==> src/rtl/assert_macros.svh <==
// Assertion macros for the top level, which checks its own logic.
`ifndef ASSERT_MACROS_SVH
`define ASSERT_MACROS_SVH
// Same-cycle implication, sampled on the rising clock edge outside reset.
`define RMVS_ASSERT_IMP(label, ante, cons, msg) \
	label: assert property (@(posedge clk) disable iff (!arst_n) (ante) |-> (cons)) \
		else $error(msg);
// Next-cycle implication, sampled on the rising clock edge outside reset.
`define RMVS_ASSERT_NXT(label, ante, cons, msg) \
	label: assert property (@(posedge clk) disable iff (!arst_n) (ante) |=> (cons)) \
		else $error(msg);
`endif

==> src/rtl/rmvs_pkg.sv <==
// Package of the running statistics block: widths, limits, opcodes and control types.
package rmvs_pkg;
	localparam int COUNT_WIDTH_DEF  = 16;
	localparam int SAMPLE_WIDTH_DEF = 32;
	localparam int M2_W             = 64;
	localparam int VAR_W            = 63;
	localparam int SD_W             = 40;
	localparam int FRAC_W           = 16;
	localparam int STEP_W           = 7;
	localparam int SQ_REM_W         = 42;
	localparam int SQ_OP_W          = 2 * SD_W;

	localparam logic [M2_W-1:0] M2_LIMIT = 64'h7FFF_FFFF_FFFF_FFFF;

	localparam logic OP_CLEAR = 1'b0;
	localparam logic OP_PUSH  = 1'b1;

	typedef struct packed {
		logic accept;
		logic step_div;
		logic step_mul;
		logic step_sq;
		logic mean_done;
		logic mul_done;
		logic var_done;
		logic sqrt_done;
		logic load_out;
	} rmvs_cmd_t;

	typedef struct packed {
		logic quick;
		logic unit_done;
	} rmvs_stat_t;
endpackage

==> src/rtl/rmvs_dp.sv <==
// Datapath: statistics registers, shared serial divider, serial multiplier, square root, result.
module rmvs_dp import rmvs_pkg::*; #(
	parameter int COUNT_WIDTH  = COUNT_WIDTH_DEF,
	parameter int SAMPLE_WIDTH = SAMPLE_WIDTH_DEF
) (
	input  logic                           clk,
	input  logic                           arst_n,
	input  rmvs_cmd_t                      cmd,
	output rmvs_stat_t                     stat,
	input  logic                           op,
	input  logic signed [SAMPLE_WIDTH-1:0] sample,
	output logic        [COUNT_WIDTH-1:0]  sample_total,
	output logic signed [SAMPLE_WIDTH-1:0] minimum,
	output logic signed [SAMPLE_WIDTH-1:0] maximum,
	output logic signed [SAMPLE_WIDTH-1:0] mean,
	output logic        [VAR_W-1:0]        variance,
	output logic        [SD_W-1:0]         std_dev,
	output logic                           full_res
);
	localparam int DW  = SAMPLE_WIDTH + 1;
	localparam int PW  = 2 * DW;
	localparam int PWX = (PW > M2_W) ? PW : M2_W + 1;
	localparam logic [COUNT_WIDTH-1:0] COUNT_MAX = '1;
	localparam logic signed [SAMPLE_WIDTH-1:0] SMP_MAX = {1'b0, {(SAMPLE_WIDTH-1){1'b1}}};
	localparam logic signed [SAMPLE_WIDTH-1:0] SMP_MIN = {1'b1, {(SAMPLE_WIDTH-1){1'b0}}};
	localparam logic [STEP_W-1:0] MEAN_STEPS = STEP_W'(DW);
	localparam logic [STEP_W-1:0] VAR_STEPS  = STEP_W'(VAR_W);
	localparam logic [STEP_W-1:0] SQ_STEPS   = STEP_W'(SD_W);

	logic        [COUNT_WIDTH-1:0]  count_q;
	logic signed [SAMPLE_WIDTH-1:0] min_q;
	logic signed [SAMPLE_WIDTH-1:0] max_q;
	logic signed [SAMPLE_WIDTH-1:0] mean_q;
	logic        [M2_W-1:0]         m2_q;
	logic        [VAR_W-1:0]        var_q;
	logic        [SD_W-1:0]         sd_q;
	logic                           full_q;
	logic signed [SAMPLE_WIDTH-1:0] x_q;
	logic        [STEP_W-1:0]       step_q;

	logic [COUNT_WIDTH-1:0] div_rem_q;
	logic [M2_W-1:0]        div_quo_q;
	logic [COUNT_WIDTH-1:0] div_dvs_q;
	logic [PW-1:0]          acc_q;
	logic [PW-1:0]          mc_q;
	logic [DW-1:0]          mp_q;
	logic [SQ_OP_W-1:0]     sq_op_q;
	logic [SQ_REM_W-1:0]    sq_rem_q;
	logic [SD_W-1:0]        sq_root_q;

	logic        [COUNT_WIDTH-1:0]  total_q;
	logic signed [SAMPLE_WIDTH-1:0] omin_q;
	logic signed [SAMPLE_WIDTH-1:0] omax_q;
	logic signed [SAMPLE_WIDTH-1:0] omean_q;
	logic        [VAR_W-1:0]        ovar_q;
	logic        [SD_W-1:0]         osd_q;
	logic                           ofull_q;

	logic                           full_now;
	logic        [COUNT_WIDTH-1:0]  count_n;
	logic signed [DW-1:0]           din;
	logic        [DW-1:0]           din_mag;
	logic signed [DW-1:0]           delta;
	logic        [DW-1:0]           delta_mag;
	logic        [DW-1:0]           qmag;
	logic signed [DW-1:0]           mean_sum;
	logic signed [SAMPLE_WIDTH-1:0] mean_new;
	logic signed [DW-1:0]           dev;
	logic        [DW-1:0]           dev_mag;
	logic        [COUNT_WIDTH:0]    div_t;
	logic        [COUNT_WIDTH:0]    div_sub;
	logic                           div_ge;
	logic        [PWX-1:0]          acc_x;
	logic                           prod_ovf;
	logic        [M2_W-1:0]         prod;
	logic        [M2_W:0]           m2_sum;
	logic        [M2_W-1:0]         m2_new;
	logic        [SQ_REM_W+1:0]     sq_t;
	logic        [SQ_REM_W+1:0]     sq_trial;
	logic        [SQ_REM_W+1:0]     sq_diff;
	logic                           sq_ge;

	always_comb begin
		full_now  = count_q == COUNT_MAX;
		count_n   = count_q + 1'b1;
		din       = {sample[SAMPLE_WIDTH-1], sample} - {mean_q[SAMPLE_WIDTH-1], mean_q};
		din_mag   = din[DW-1] ? DW'(-din) : DW'(din);
		delta     = {x_q[SAMPLE_WIDTH-1], x_q} - {mean_q[SAMPLE_WIDTH-1], mean_q};
		delta_mag = delta[DW-1] ? DW'(-delta) : DW'(delta);
		qmag      = div_quo_q[DW-1:0];
		mean_sum  = {mean_q[SAMPLE_WIDTH-1], mean_q} + (delta[DW-1] ? -qmag : qmag);
		mean_new  = mean_sum[SAMPLE_WIDTH-1:0];
		dev       = {x_q[SAMPLE_WIDTH-1], x_q} - {mean_new[SAMPLE_WIDTH-1], mean_new};
		dev_mag   = dev[DW-1] ? DW'(-dev) : DW'(dev);

		div_t   = {div_rem_q, div_quo_q[M2_W-1]};
		div_sub = div_t - {1'b0, div_dvs_q};
		div_ge  = div_t >= {1'b0, div_dvs_q};

		acc_x    = PWX'(acc_q);
		prod_ovf = |acc_x[PWX-1:M2_W];
		prod     = prod_ovf ? M2_LIMIT : (acc_x[M2_W-1:0] >> FRAC_W);
		m2_sum   = {1'b0, m2_q} + {1'b0, prod};
		m2_new   = (m2_sum > {1'b0, M2_LIMIT}) ? M2_LIMIT : m2_sum[M2_W-1:0];

		sq_t     = {sq_rem_q, sq_op_q[SQ_OP_W-1 -: 2]};
		sq_trial = {1'b0, sq_root_q, 2'b01};
		sq_diff  = sq_t - sq_trial;
		sq_ge    = sq_t >= sq_trial;

		stat.quick     = (op == OP_CLEAR) || full_now || (count_q == '0);
		stat.unit_done = step_q == '0;
	end

	always_ff @(posedge clk or negedge arst_n) begin
		if (!arst_n) begin
			count_q <= '0;
			min_q   <= SMP_MAX;
			max_q   <= SMP_MIN;
			mean_q  <= '0;
			m2_q    <= '0;
			var_q   <= '0;
			sd_q    <= '0;
			full_q  <= 1'b0;
			step_q  <= '0;
		end else begin
			if (cmd.step_div || cmd.step_mul || cmd.step_sq) begin
				step_q <= step_q - 1'b1;
			end
			if (cmd.accept) begin
				priority if (op == OP_CLEAR) begin
					full_q  <= 1'b0;
					count_q <= '0;
					min_q   <= SMP_MAX;
					max_q   <= SMP_MIN;
					mean_q  <= '0;
					m2_q    <= '0;
					var_q   <= '0;
					sd_q    <= '0;
				end else if (full_now) begin
					full_q <= 1'b1;
				end else begin
					full_q  <= 1'b0;
					count_q <= count_n;
					if (sample < min_q) begin
						min_q <= sample;
					end
					if (sample > max_q) begin
						max_q <= sample;
					end
					if (count_q == '0) begin
						mean_q <= sample;
						m2_q   <= '0;
						var_q  <= '0;
						sd_q   <= '0;
					end else begin
						step_q <= MEAN_STEPS;
					end
				end
			end
			if (cmd.mean_done) begin
				mean_q <= mean_new;
				step_q <= MEAN_STEPS;
			end
			if (cmd.mul_done) begin
				m2_q   <= m2_new;
				step_q <= VAR_STEPS;
			end
			if (cmd.var_done) begin
				var_q  <= div_quo_q[VAR_W-1:0];
				step_q <= SQ_STEPS;
			end
			if (cmd.sqrt_done) begin
				sd_q <= sq_root_q;
			end
		end
	end

	always_ff @(posedge clk) begin
		if (cmd.accept) begin
			x_q       <= sample;
			div_rem_q <= '0;
			div_quo_q <= M2_W'(din_mag) << (M2_W - DW);
			div_dvs_q <= count_n;
		end
		if (cmd.step_div) begin
			div_rem_q <= div_ge ? div_sub[COUNT_WIDTH-1:0] : div_t[COUNT_WIDTH-1:0];
			div_quo_q <= {div_quo_q[M2_W-2:0], div_ge};
		end
		if (cmd.mean_done) begin
			acc_q <= '0;
			mc_q  <= PW'(delta_mag);
			mp_q  <= dev_mag;
		end
		if (cmd.step_mul) begin
			if (mp_q[0]) begin
				acc_q <= acc_q + mc_q;
			end
			mc_q <= {mc_q[PW-2:0], 1'b0};
			mp_q <= {1'b0, mp_q[DW-1:1]};
		end
		if (cmd.mul_done) begin
			div_rem_q <= '0;
			div_quo_q <= {m2_new[M2_W-2:0], 1'b0};
			div_dvs_q <= count_q - 1'b1;
		end
		if (cmd.var_done) begin
			sq_op_q   <= {1'b0, div_quo_q[VAR_W-1:0], {FRAC_W{1'b0}}};
			sq_rem_q  <= '0;
			sq_root_q <= '0;
		end
		if (cmd.step_sq) begin
			sq_op_q   <= {sq_op_q[SQ_OP_W-3:0], 2'b00};
			sq_rem_q  <= sq_ge ? sq_diff[SQ_REM_W-1:0] : sq_t[SQ_REM_W-1:0];
			sq_root_q <= {sq_root_q[SD_W-2:0], sq_ge};
		end
		if (cmd.load_out) begin
			total_q <= count_q;
			omin_q  <= (count_q == '0) ? '0 : min_q;
			omax_q  <= (count_q == '0) ? '0 : max_q;
			omean_q <= (count_q == '0) ? '0 : mean_q;
			ovar_q  <= var_q;
			osd_q   <= sd_q;
			ofull_q <= full_q;
		end
	end

	assign sample_total = total_q;
	assign minimum      = omin_q;
	assign maximum      = omax_q;
	assign mean         = omean_q;
	assign variance     = ovar_q;
	assign std_dev      = osd_q;
	assign full_res     = ofull_q;
endmodule

==> src/rtl/rmvs_ctrl.sv <==
// Controller: sequences the update of one item and owns both channel handshakes.
module rmvs_ctrl import rmvs_pkg::*; (
	input  logic       clk,
	input  logic       arst_n,
	input  logic       in_valid,
	output logic       in_stall,
	output logic       out_valid,
	input  logic       out_stall,
	input  rmvs_stat_t stat,
	output rmvs_cmd_t  cmd
);
	typedef enum logic [5:0] {
		S_IDLE = 6'b000001,
		S_DIVM = 6'b000010,
		S_MUL  = 6'b000100,
		S_DIVV = 6'b001000,
		S_SQRT = 6'b010000,
		S_DONE = 6'b100000
	} rmvs_state_t;

	rmvs_state_t state_q;
	rmvs_state_t state_d;
	logic        out_valid_q;

	always_comb begin
		cmd           = '0;
		state_d       = state_q;
		cmd.accept    = (state_q == S_IDLE) && in_valid;
		cmd.step_div  = ((state_q == S_DIVM) || (state_q == S_DIVV)) && !stat.unit_done;
		cmd.step_mul  = (state_q == S_MUL) && !stat.unit_done;
		cmd.step_sq   = (state_q == S_SQRT) && !stat.unit_done;
		cmd.mean_done = (state_q == S_DIVM) && stat.unit_done;
		cmd.mul_done  = (state_q == S_MUL) && stat.unit_done;
		cmd.var_done  = (state_q == S_DIVV) && stat.unit_done;
		cmd.sqrt_done = (state_q == S_SQRT) && stat.unit_done;
		cmd.load_out  = (state_q == S_DONE) && (!out_valid_q || !out_stall);
		unique case (state_q)
			S_IDLE: begin
				if (cmd.accept) begin
					state_d = stat.quick ? S_DONE : S_DIVM;
				end
			end
			S_DIVM: begin
				if (cmd.mean_done) begin
					state_d = S_MUL;
				end
			end
			S_MUL: begin
				if (cmd.mul_done) begin
					state_d = S_DIVV;
				end
			end
			S_DIVV: begin
				if (cmd.var_done) begin
					state_d = S_SQRT;
				end
			end
			S_SQRT: begin
				if (cmd.sqrt_done) begin
					state_d = S_DONE;
				end
			end
			S_DONE: begin
				if (cmd.load_out) begin
					state_d = S_IDLE;
				end
			end
			default: begin
				state_d = S_IDLE;
			end
		endcase
	end

	always_ff @(posedge clk or negedge arst_n) begin
		if (!arst_n) begin
			state_q     <= S_IDLE;
			out_valid_q <= 1'b0;
		end else begin
			state_q <= state_d;
			if (cmd.load_out) begin
				out_valid_q <= 1'b1;
			end else if (!out_stall) begin
				out_valid_q <= 1'b0;
			end
		end
	end

	assign in_stall  = state_q != S_IDLE;
	assign out_valid = out_valid_q;
endmodule

==> src/rtl/running_mean_variance_stats_core.sv <==
// Top level of the running statistics block: controller, datapath and checks.
// Usage:
// Input beats carry op (clear or push) and a signed Q16.16 sample; each accepted beat gives
// exactly one output beat with the count, minimum, maximum, mean, variance, standard
// deviation and a flag for a push ignored because the count is saturated.
// Both channels handshake with valid and stall; a beat moves when valid is high and stall low.
// One item is worked on at a time. A clear, an ignored push or the first sample after a
// clear goes from acceptance straight to the done state and is loaded into the output
// register there once that register is free. Any other push runs a serial divide for the
// mean, a serial multiply for the squared deviation, a 63-step divide for the variance and
// a 40-step square root, each unit working one bit per cycle, before the done state loads
// the result. The next input beat is taken once the controller is back in idle after that
// load; no new item is taken while one is in work.
// The next input beat is taken as soon as a result sits in the output register, even while
// the receiver stalls it; a further result then waits until that register is free.
// Reset clears the statistics to the cleared state and empties the output register.
module running_mean_variance_stats_core import rmvs_pkg::*; #(
	parameter int COUNT_WIDTH  = COUNT_WIDTH_DEF,
	parameter int SAMPLE_WIDTH = SAMPLE_WIDTH_DEF
) (
	input  logic                           clk,
	input  logic                           arst_n,
	input  logic                           in_valid,
	output logic                           in_stall,
	input  logic                           op,
	input  logic signed [SAMPLE_WIDTH-1:0] sample,
	output logic                           out_valid,
	input  logic                           out_stall,
	output logic        [COUNT_WIDTH-1:0]  sample_total,
	output logic signed [SAMPLE_WIDTH-1:0] minimum,
	output logic signed [SAMPLE_WIDTH-1:0] maximum,
	output logic signed [SAMPLE_WIDTH-1:0] mean,
	output logic        [VAR_W-1:0]        variance,
	output logic        [SD_W-1:0]         std_dev,
	output logic                           full_res
);
	rmvs_cmd_t  cmd;
	rmvs_stat_t stat;

	rmvs_ctrl u_ctrl (
		.clk       (clk),
		.arst_n    (arst_n),
		.in_valid  (in_valid),
		.in_stall  (in_stall),
		.out_valid (out_valid),
		.out_stall (out_stall),
		.stat      (stat),
		.cmd       (cmd)
	);

	rmvs_dp #(
		.COUNT_WIDTH  (COUNT_WIDTH),
		.SAMPLE_WIDTH (SAMPLE_WIDTH)
	) u_dp (
		.clk          (clk),
		.arst_n       (arst_n),
		.cmd          (cmd),
		.stat         (stat),
		.op           (op),
		.sample       (sample),
		.sample_total (sample_total),
		.minimum      (minimum),
		.maximum      (maximum),
		.mean         (mean),
		.variance     (variance),
		.std_dev      (std_dev),
		.full_res     (full_res)
	);

`include "assert_macros.svh"

	`RMVS_ASSERT_IMP(a_full_count, out_valid && full_res, sample_total == '1,
		"full flag without saturated count")
	`RMVS_ASSERT_IMP(a_var_low, out_valid && (sample_total < COUNT_WIDTH'(2)),
		(variance == '0) && (std_dev == '0), "spread reported below two samples")
	`RMVS_ASSERT_IMP(a_min_max, out_valid && (sample_total != '0), minimum <= maximum,
		"minimum above maximum")
	`RMVS_ASSERT_NXT(a_load_free, cmd.load_out, out_valid && !in_stall,
		"result load did not free the input")
endmodule
==> config.mk <==
export PLATFORM = sky130hd
export DESIGN_NAME = running_mean_variance_stats_core
export DESIGN_NICKNAME = d
export VERILOG_FILES = /design/src/rtl/rmvs_pkg.sv /design/src/rtl/rmvs_dp.sv /design/src/rtl/rmvs_ctrl.sv /design/src/rtl/running_mean_variance_stats_core.sv
export VERILOG_INCLUDE_DIRS = /design/src /design/src/rtl
export SDC_FILE = /design/constraint.sdc
export NUM_CORES = 2
export LEC_CHECK = 0
export ABC_AREA = 0
export BUFFER_PORTS_ARGS = -buffer_cell sky130_fd_sc_hd__buf_2
export CAP_MARGIN = 30
export CORE_ASPECT_RATIO = 1.25
export CORE_MARGIN = 2
export CORE_UTILIZATION = 40
export CTS_CLUSTER_DIAMETER = 100
export DETAILED_ROUTE_END_ITERATION = 10
export PLACE_DENSITY = 0.59
export SKIP_CTS_REPAIR_TIMING = 1
export SLEW_MARGIN = 15
export SYNTH_ARGS = -nofsm -noshare
export SYNTH_HDL_FRONTEND = slang
export SYNTH_HIERARCHICAL = 1
export SYNTH_SLANG_ARGS = --single-unit
==> constraint.sdc <==
create_clock -name clk -period 19 [get_ports clk]
set_input_delay 3.8 -clock clk [delete_from_list [all_inputs] [get_ports clk]]
set_output_delay 3.8 -clock clk [all_outputs]
set_load 0.02 [all_outputs]
==> results by group <==
Logic synthesis
  • Post-synth top area share: 0.296
  • Mapped cell area: 57800 sq um
  • Syn_area_per_cell: 9.74 sq um
  • Area contributors post-synth: edfxtp_1 30%, dfrtp_1 11%, ha_1 8.0%, nand2_1 4.1%, o21ai_0 4.0%
  • Synth cell types: 128
  • Seq cells post-synth: 949
  • Synth Instances: 5938
  • YS warnings: 6
  • Ys async rst share: 0.310
  • Post-synth top area cell: edfxtp_1
  • Seq/Total Area, Yosys: 0.453
  • Synth cell count leaders: 639 x nand2_1, 570 x edfxtp_1, 466 x o21ai_0
  • Synth Net Count: 6351
  • Number of synthesized flops with an enable pin: 570
  • Ys flop type: edfxtp_1
  • Most numerous cell in the Yosys netlist: nand2_1

Power and ir drop
  • P_sw: 4.98 mW
  • Power density cells: 176 nW/um^2
  • Clk pwr share: 0.183
  • Sw Share: 0.439
  • Comb pwr share: 0.546
  • Sequential share of power: 0.270
  • VDD IR max: 0.274 mV
  • P_int: 6.37 mW
  • Leakage: 27.4 nW

Timing
  • Setup slack after layout: 7.95 ns
  • Crit share post-route: 0.582
  • Final Setup Violations: 0
  • Fmax: 90.5 MHz
  • RSZ-0062 raised after global routing: no
  • Post-layout min period: 11.05 ns
  • Slew headroom: 0.281
  • Setup TNS: 0 ns
  • Measured slew at the worst slew-check pin: 1.05 ns
  • Hold slack: 0.438 ns
  • Layout Skew: 0.0596 ns
  • Pins over their slew limit: 0
  • Final Hold Viols: 0

Setup path
  • WP buf/inv: 3
  • Worst EP required: 19.48 ns
  • CP max stage delay: 0.65 ns
  • WP depth: 43
  • Worst r2r path cells: 43
  • CP delay by family, top: compound AO/OA/AOI/OAI gates
  • Worst path slowest cell: o41ai_2
  • Arrival time worst endpoint: 11.54 ns
  • Register-to-Register Setup Slack: 7.95 ns
  • Critical path launch point type: flip-flop
  • RR Startpoint: u_dp/x_q[0]
  • Most used cell, CP: a21oi_1
  • Crit Path Category: reg2reg
  • Crit-path max FO: 24
  • Critical path capture point type: flip-flop
  • Worst reg2reg endpoint: u_dp/mp_q[28]

Finish
  • Share of layout cells above drive strength 1: 0.117
  • # nets final: 6487
  • Post-route design area: 64500 sq um
  • Register Area: 26200 sq um
  • Fill cell count: 13890
  • Final std cells w/o fill: 8061
  • Area grow syn2layout: 11.5%
  • Multi-input logic area: 29400 sq um

CTS
  • H-tree Lvls: 3
  • Root Buffer: clkbuf_16
  • CTS Buffer Depth: 3
  • Reg clk slew, reported paths: 0.07 ns
  • Clock sink count: 949
  • CTS tree: done
  • Clock Latency Late Sink: 0.76 ns
  • Cts bufs inserted: 101

GRT
  • GR Util All Layers: 0.231
  • Largest net degree at the start of global routing: 144
  • Initial antenna violation count: 14
  • GRT overflow: 0
  • Vias in the first global route: 43706
  • Global-route wire length before repair: 265000 microns

Min path
  • Hold Path Class: reg2reg
  • Hold path start: u_dp/var_q[36]
  • Hold path depth: 0
  • WHS Endpoint: u_dp/variance[36]

Run status
  • Status: finished clean

Placement
  • Pre-CTS WS: 8.16 ns
  • Buffers on Ports: 254
  • Placed cell count: 7861
  • Placed cell areas: 60900 sq um
  • Placer Congestion: 0.945
  • Post-DP HPWL: 130000 microns

Job
  • Max cap viols: 0

Floorplanning
  • # rows: 156
  • Die span in x: 344 microns
  • Die H: 429 microns
  • I/O Pins: 255
  • Initial Util: 0.401
  • Core area: 144000 sq um
  • Die ar.: 148000 sq um

Drt
  • Post-Route WL: 174000 microns
  • Drt first pass iters: 7
  • Met3 WL: 8630 microns
  • M1 WL: 75500 microns
  • DR iter-0 viols: 3391
  • Via density: 5.62
  • DRC viols: 0
  • Total number of vias: 45292
  • Routed len/inst: 21.6 microns
  • Top sig layer: met5
  • Post-DRT Antenna Nets: 0
  • Met2 wire length: 82400 microns
[worst reg2reg max path, delay by kind of cell (launching register included)]
family                     cells  cell delay (ns)
AOI/OAI and AO/OA             19             4.54
xor gates and xnor gates       4             0.88
adders and majority gates      6             2.02
buffers and inverters          3             0.56
DFF                            1             0.36
muxes                          1             0.26
and+or+nand+nor               10             2.17
[worst max-delay path by stage]
stage	startpoint	end	slack (ns)
floorplan	out_stall	u_dp/full_res	3.96
global placement	u_dp/x_q[0]	u_dp/mp_q[28]	7.83
detailed placement	u_dp/x_q[0]	u_dp/mp_q[28]	8.16
CTS	u_dp/x_q[0]	u_dp/mp_q[28]	8.05
global route	u_dp/x_q[0]	u_dp/mp_q[28]	7.28
finish	u_dp/x_q[0]	u_dp/mp_q[28]	7.95
[sequential cells by signal (all words and copies together), names as in the netlist, 33 cells and up]
register	count
u_dp/acc_q	66
u_dp/div_quo_q	64
u_dp/m2_q	64
u_dp/mc_q	66
u_dp/mp_q	33
u_dp/sd_q	40
u_dp/sq_op_q	64
u_dp/sq_rem_q	42
u_dp/sq_root_q	40
u_dp/std_dev	40
u_dp/var_q	63
u_dp/variance	63
[area by class of cell]
cell class | count | area share
inverters | 300 | 0.0175
clock buffers | 130 | 0.0434
repair buffers | 312 | 0.0284
flip-flops and latches | 949 | 0.407
diodes | 3 | 0.000116
clock inverters | 61 | 0.0107
well taps | 1896 | 0.0368
multi-input cells | 4410 | 0.456
[stage by stage]
stage / util / power, mW
after global placement: 0.422 / 9.10
after detailed placement: 0.423 / 9.20
after CTS: 0.447 / 11.3
after floorplan: - / 7.62
final: 0.448 / 11.4
after global routing: 0.448 / 12.1
[layout by cell type, fill, tap and decap left out, types with 19 or more instances in the layout]
master     netlist  final
o211ai_1        23     23
buf_4            7     47
and2_1         212    210
a21o_1         173    172
o21a_1          31     31
nor2b_1         66     65
nor4_1          25     24
o21ai_0        466    465
nor3_1          81     80
or3_1           66     66
o21ai_1         23     23
clkbuf_16        0    104
or2_2           25     23
inv_1          297    296
a211oi_1        54     54
o22a_1          31     31
nand2_1        639    638
mux2_2          94     94
xor2_1         168    168
dfrtp_1        261    261
mux2i_1         32     32
ha_1           369    369
edfxtp_1       570    570
and3_1          48     48
a21boi_0        20     20
o31ai_1         71     71
a21oi_1        389    384
nand3_1        188    188
clkinv_2         0     19
xnor2_1        232    232
nand2b_1        75     75
o22ai_1         28     28
o21bai_1        29     29
buf_2            4    253
dfxtp_1         85     85
dfstp_2         33     33
nor2_1         349    344
nand4_1         54     54
a31oi_1         43     42
[kinds of logic after synthesis]
kind of cell,share of synthesized area
AO/OA/AOI/OAI,0.172
XOR/XNOR,0.0634
adder cells (fa/ha/maj),0.0846
buffers and inverters,0.0398
flip-flops,0.453
multiplexers,0.0241
AND/OR/NAND/NOR,0.162
[metal layers]
layer / vias up / global-route usage
li1: 21706 / -
met1: 22075 / 0.306
met2: 1210 / 0.380
met3: 295 / 0.0291
met4: 6 / 0.0974
met5: - / 0
[power by group through the flow]
stage	combinational [mW]	sequential, mW	clock, mW
after floorplan	4.55	3.07	0
after global placement	6.00	3.10	0
after detailed placement	6.10	3.10	0
after CTS	6.14	3.06	2.13
after global routing	6.77	3.09	2.21
final	6.20	3.07	2.08
No activity file was read; power rests on OpenSTA's default activity.
